File: src/rtl/afc_pkg.sv
// Package for the frustum cull block: widths, register indexes, pipeline types.
// No dependencies; compile first.
`timescale 1ns / 1ps
`default_nettype none

package afc_pkg;

	localparam int FIELD_W     = 16;          // width of every request field
	localparam int COORD_VW    = FIELD_W + 1; // coordinate after extension
	localparam int SUM_W       = COORD_VW + 1;
	localparam int HALF_W      = 2 * COORD_VW;
	localparam int NUM_PLANES  = 6;
	localparam int NUM_AXES    = 3;
	localparam int PLANE_W     = 64;
	localparam int PART_W      = 16;
	localparam int CFG_IDX_W   = 3;
	localparam int PIPE_DEPTH  = 5;
	localparam int COORD_WIDTH_DEF = 16;
	localparam int FRAC_BITS_DEF   = 8;

	typedef enum logic [CFG_IDX_W-1:0] {
		PL_LEFT   = 3'd0,
		PL_RIGHT  = 3'd1,
		PL_BOTTOM = 3'd2,
		PL_TOP    = 3'd3,
		PL_NEAR   = 3'd4,
		PL_FAR    = 3'd5
	} plane_idx_t;

	typedef logic [PLANE_W-1:0] plane_t;

	typedef struct packed {
		logic s1;
		logic s2;
		logic s3;
		logic s4;
		logic s5;
	} pipe_en_t;

	// Vertex width: centre scaled up by the fraction plus half-extent, one guard bit.
	function automatic int vert_w(input int frac);
		int a;
		a = SUM_W + frac;
		return ((a > HALF_W) ? a : HALF_W) + 1;
	endfunction

endpackage

`default_nettype wire

File: src/rtl/afc_box.sv
// Box builder: extends the request fields, forms centre and half-extent,
// then the minimum and maximum vertex per axis (stages 1 and 2). Uses afc_pkg.
`timescale 1ns / 1ps
`default_nettype none

module afc_box
	import afc_pkg::*;
#(
	parameter int COORD_WIDTH = COORD_WIDTH_DEF,
	parameter int FRAC_BITS   = FRAC_BITS_DEF
) (
	input  wire logic                            clk,
	input  wire pipe_en_t                        en,
	input  wire logic [FIELD_W-1:0]              pos    [NUM_AXES],
	input  wire logic [FIELD_W-1:0]              off    [NUM_AXES],
	input  wire logic [FIELD_W-1:0]              oscale [NUM_AXES],
	input  wire logic [FIELD_W-1:0]              cscale [NUM_AXES],
	output logic signed [vert_w(FRAC_BITS)-1:0]  vmax_s2 [NUM_AXES],
	output logic signed [vert_w(FRAC_BITS)-1:0]  vmin_s2 [NUM_AXES]
);

	localparam int VERT_W  = vert_w(FRAC_BITS);
	localparam int SIGN_IX = (COORD_WIDTH <= FIELD_W) ? COORD_WIDTH - 1 : FIELD_W - 1;

	typedef logic signed [COORD_VW-1:0] coord_t;
	typedef logic signed [VERT_W-1:0]   vert_t;

	logic signed [SUM_W-1:0]  sum_s1  [NUM_AXES];
	logic signed [HALF_W-1:0] half_s1 [NUM_AXES];

	// Take the low COORD_WIDTH bits as two's complement; wider formats read unsigned.
	function automatic coord_t coord_in(input logic [FIELD_W-1:0] f);
		coord_t c;
		for (int i = 0; i < COORD_VW; i++) begin
			if (i < COORD_WIDTH && i < FIELD_W) begin
				c[i] = f[i];
			end else if (COORD_WIDTH <= FIELD_W) begin
				c[i] = f[SIGN_IX];
			end else begin
				c[i] = 1'b0;
			end
		end
		return c;
	endfunction

	always_ff @(posedge clk) begin
		for (int a = 0; a < NUM_AXES; a++) begin
			if (en.s1) begin
				sum_s1[a]  <= SUM_W'(coord_in(pos[a])) + SUM_W'(coord_in(off[a]));
				half_s1[a] <= coord_in(oscale[a]) * coord_in(cscale[a]);
			end
			if (en.s2) begin
				vmax_s2[a] <= (vert_t'(sum_s1[a]) <<< FRAC_BITS) + vert_t'(half_s1[a]);
				vmin_s2[a] <= (vert_t'(sum_s1[a]) <<< FRAC_BITS) - vert_t'(half_s1[a]);
			end
		end
	end

endmodule

`default_nettype wire

File: config.mk
export PLATFORM = sky130hd
export DESIGN_NAME = afc_box
export DESIGN_NICKNAME = d
export VERILOG_FILES = /design/src/rtl/afc_pkg.sv /design/src/rtl/afc_box.sv
export SDC_FILE = /design/constraint.sdc
export NUM_CORES = 2
export LEC_CHECK = 0
export BUFFER_PORTS_ARGS = -buffer_cell sky130_fd_sc_hd__buf_2
export CAP_MARGIN = 20
export CORE_UTILIZATION = 45
export DETAILED_ROUTE_END_ITERATION = 7
export PLACE_DENSITY = 0.74
export SYNTH_ARGS = -nofsm -noshare
export SYNTH_HDL_FRONTEND = slang
export SYNTH_SLANG_ARGS = --single-unit
File: constraint.sdc
create_clock -name clk -period 8.69 [get_ports clk]
set_input_delay 0.4345 -clock clk [delete_from_list [all_inputs] [get_ports clk]]
set_output_delay 0.4345 -clock clk [all_outputs]
set_load 0.01 [all_outputs]
Word-level counts from Yosys, hierarchy flattened
Memories as Yosys holds them, arrays and structs flattened.
Index checks and enable logic that the tools add are counted.
{"block": "op_classes", "add_sub_neg": 9, "mul": 3, "muxes": 194}
{"operator": "2-to-1 mux 1 bit", "n": 194}
{"operator": "adder 26 x 34 -> 35 bit", "n": 3}
{"operator": "subtractor 26 x 34 -> 35 bit", "n": 3}
{"operator": "multiplier 16 x 16 -> 32 bit", "n": 3}
{"operator": "adder 16 x 16 -> 17 bit", "n": 3}
{"block": "totals", "regBits": 210, "ramBits": 156, "input_bits": 198, "out_inout_bits": 210, "wordCells": 214, "n_memories": 2}
{"memory": "half_s1", "words": 3, "width": 34, "read_ports": 3, "rd_ports_with_merged_regs": 0, "write_ports": 3, "line_no": "afc_box.sv:29", "text": "logic signed [HALF_W-1:0] half_s1 [NUM_AXES];"}
{"memory": "sum_s1", "words": 3, "width": 18, "read_ports": 3, "rd_ports_with_merged_regs": 0, "write_ports": 3, "line_no": "afc_box.sv:28", "text": "logic signed [SUM_W-1:0] sum_s1 [NUM_AXES];"}

Logic depth before layout (Yosys ltp)
{"block": "depth", "ltp_word": 2, "depth_mapped": 23, "depth_no_buf": 21}

Worst setup path after synthesis
OpenSTA, ideal clock, no wires.
{"block": "synth_timing", "kind": "input port to flip-flop", "from": "in oscale[47] in the netlist's numbering", "to": "mem half_s1[0][33] in the netlist's numbering, data pin", "arrival_ns": 6.028, "required_time_ns": 8.430, "setup_slack_ns": 2.402, "path_stages": 19, "path_buffers": 1, "cell_sequence": "clkbuf_1 > nand2_1 > inv_1 > fa_1 > fa_1 > fa_1 > fa_1 > fa_1 > inv_1 > fa_1 > inv_1 > ha_1 > a2111o_1 > nor3_1 > nor2_1 > a221oi_1 > o31ai_1 > a21oi_1 > xnor2_1"}
{"item": "start, declared", "line_no": "afc_box.sv:16", "text": "input wire logic [FIELD_W-1:0] oscale [NUM_AXES],"}
{"item": "end, declared", "line_no": "afc_box.sv:29"}

==> flow_metrics.env <==
export IMPL_syn_avg_cell_area_sq_um=9.99
export IMPL_final_cell_mix="inv_1 (1009), fa_1 (792), ha_1 (441), nand2_1 (437), buf_2 (402)"
export IMPL_finalCriticalPeriod_ps=6370
export IMPL_yosysUniqueCellTypes=91
export IMPL_die_area_sq_um=112000
export IMPL_viasPerCell=5.26
export IMPL_grt_overflow_total=0
export IMPL_cts_resized=0
export IMPL_arrival_ps=6730
export IMPL_syn_inst=4987
export IMPL_hold_end="sum_s1[0][36]"
export IMPL_place_gp_congestion=0.911
export IMPL_clock_skew_ps=38.0
export IMPL_async_flop_share_pct=0
export IMPL_drive_gt1_share_pct=10.1
export IMPL_fill_cells=9880
export IMPL_setup_violations_final=0
export IMPL_critPathKind="primary input to register"
export IMPL_synth_ff_type="edfxtp_1"
export IMPL_initial_core_util_pct=45.6
export IMPL_required_ps=9050
export IMPL_worstReg2RegStart="half_s1[0][68]"
export IMPL_die_x_microns=335
export IMPL_worstHoldPathType="primary input to register"
export IMPL_rsz0062_at_grt="false"
export IMPL_antenna_found_initial=9
export IMPL_cts_tree="done"
export IMPL_r2r_cells=10
export IMPL_cts_sinks=354
export IMPL_path_buf_inv=4
export IMPL_worst_pin_slew_ps=1070
export IMPL_crit_path_frequent_cell="fa_1"
export IMPL_synthesis_nets=6418
export IMPL_fmax_mhz=157
export IMPL_dr_pass1_iters=5
export IMPL_hold_buffers=0
export IMPL_clk_latency_ps=620
export IMPL_r2r_end="vmin_s2[34]"
export IMPL_crit_path_cell_trace="buf_2 -> nand2_1 -> inv_1 -> fa_1 -> fa_1 -> fa_1 -> fa_1 -> fa_1 -> inv_1 -> fa_1 -> inv_1 -> ha_1 -> and4_1 -> a221oi_1 -> nor2b_1 -> a21oi_1 -> a221oi_1 -> nor3b_1 -> a311o_1"
export IMPL_hold_viol_final=0
export IMPL_clk_path_buf_depth=3
export IMPL_layout_commonest_cell="inv_1"
export IMPL_ios=408
export IMPL_vias=35800
export IMPL_cp_max_fo=16
export IMPL_antenna_left=0
export IMPL_cts_htree_levels=2
export IMPL_r2r_slack_ps=4860
export IMPL_grt_use_total_pct=22.2
export IMPL_wl_per_cell_microns=17.9
export IMPL_critical_path_top_delay_family="adder cells"
export IMPL_grt_max_degree=79
export IMPL_tns_ps=0
export IMPL_holdPathStages=2
export IMPL_drt_initial_drc_count=2362
export IMPL_io_buffer_count=404
export IMPL_max_slew_margin_pct=28.5
export IMPL_clkTransAtPathRegs_ps=60
export IMPL_multi_input_area_sq_um=34700
export IMPL_core_area_sq_um=109000
export IMPL_yosysSeqAreaShare_pct=21.3
export IMPL_grt_pass1_wl_microns=197000
export IMPL_maxCapViolations=0
export IMPL_wl_microns=122000
export IMPL_hold_start="off[0]"
export IMPL_grt_pass1_vias=37700
export IMPL_area_delta_synth_final_pct=9.68
export IMPL_final_nets=6718
export IMPL_synth_edf_count=354
export IMPL_critPathMaxStageDelay_ps=900
export IMPL_seq_area_sq_um=10600
export IMPL_syn_cell_area_sq_um=49800
export IMPL_cts_buffers=44
export IMPL_synth_seq_cells=354
export IMPL_place_hpwl_microns=98900
export IMPL_outcome="finished clean"
export IMPL_fin_crit_sh_pct=73.3
export IMPL_cp_slowest_cell="fa_1"
export IMPL_die_h_microns=335
export IMPL_cts_setup_buffers=0
export IMPL_ctsRootBufferMaster="clkbuf_16"
export IMPL_rows=121
export IMPL_worst_setup_path_end_kind="register"
export IMPL_start_kind="primary input"
export IMPL_finalMaxSlewViolations=0
export IMPL_drc_errors=0
export IMPL_synth_warnings=0
## final cells by class
type / instances / share of cell area [%]
clock buffer: 47 / 2.03
antenna: 5 / 0.0229
multi-input combinational: 3469 / 63.6
tap: 1476 / 3.38
sequential: 354 / 19.4
timing repair buffer: 409 / 3.80
clock inverter: 34 / 0.835
inverter: 1009 / 6.93
## registers in the layout, indices dropped and copies added, names as in the netlist
| name | cells |
|---|---|
| half_s1 | 96 |
| sum_s1 | 51 |
| vmax_s2 | 105 |
| vmin_s2 | 102 |
## metrics by stage
| step | utilization (%) | setup WS (ps) | area (sq um) | hold slack (ps) | std cells |
|---|---|---|---|---|---|
| floorplan | - | 2400 | 49800 | 465 | 4987 |
| finish | 50.0 | 2320 | 54700 | 137 | 6803 |
| global placement | 48.6 | 1810 | 53100 | 502 | 6717 |
| CTS | 50.0 | 2380 | 54700 | 84.2 | 6798 |
| global route | 50.0 | 1980 | 54700 | 111 | 6803 |
| detailed placement | 48.6 | 1700 | 53100 | 494 | 6717 |
## cells in the mapped netlist, types with 13 or more instances
| master | count | area, sq um |
|---|---|---|
| o21ai_0 | 99 | 495 |
| ha_1 | 441 | 5520 |
| o21a_1 | 32 | 240 |
| or3_1 | 19 | 119 |
| a221oi_1 | 16 | 140 |
| a31oi_1 | 23 | 144 |
| nor3_1 | 59 | 295 |
| or2_2 | 13 | 81.3 |
| nand2_1 | 437 | 1640 |
| clkbuf_1 | 136 | 510 |
| o21bai_1 | 31 | 233 |
| nand4_1 | 13 | 81.3 |
| nand3_1 | 44 | 220 |
| xnor2_1 | 212 | 1860 |
| nor2_1 | 228 | 856 |
| a211oi_1 | 25 | 188 |
| and2_1 | 380 | 2380 |
| a21oi_1 | 160 | 801 |
| inv_1 | 1009 | 3790 |
| edfxtp_1 | 354 | 10600 |
| nor2b_1 | 42 | 263 |
| o31ai_1 | 14 | 105 |
| a21o_1 | 55 | 413 |
| and3_1 | 16 | 100 |
| nand2b_1 | 45 | 282 |
| xor2_1 | 63 | 552 |
| o211ai_1 | 17 | 128 |
| fa_1 | 792 | 15900 |
## worst max-delay path by stage
stage                          start         endpoint  depth (start not counted)
after CTS                 cscale[17]   half_s1[0][64]                         19
after detailed placement  cscale[17]   half_s1[0][64]                         19
after global placement     oscale[7]  half_s1[0][100]                         22
after floorplan           oscale[47]   half_s1[0][33]                         19
final                     cscale[17]   half_s1[0][64]                         19
after global routing      cscale[17]   half_s1[0][64]                         19
## cells by family (layout without fill, tap and decap cells)
logic type | Yosys count | count (layout) | synth area share [%]
muxes | 3 | 3 | 0.0603
DFF | 354 | 354 | 21.3
and+or+nand+nor | 1354 | 1354 | 13.6
buffers and inverters | 1164 | 1499 | 8.96
AOI/OAI and AO/OA | 604 | 604 | 8.32
adders and majority gates | 1233 | 1233 | 42.9
xor gates and xnor gates | 275 | 275 | 4.83
other | 0 | 5 | 0
## per-layer routing
layer  vias up  part of all wire, %  GRT usage, %
li1      16400                    -             -
met1     17900                   41          28.3
met2      1201                   49          38.4
met3       229                  6.2          3.10
met4         6                  3.4          8.05
met5         -                0.028             0
Power is left out: the tool's default activity adds up to more than one toggle a clock period on the data nets, which glitch-free logic cannot reach.
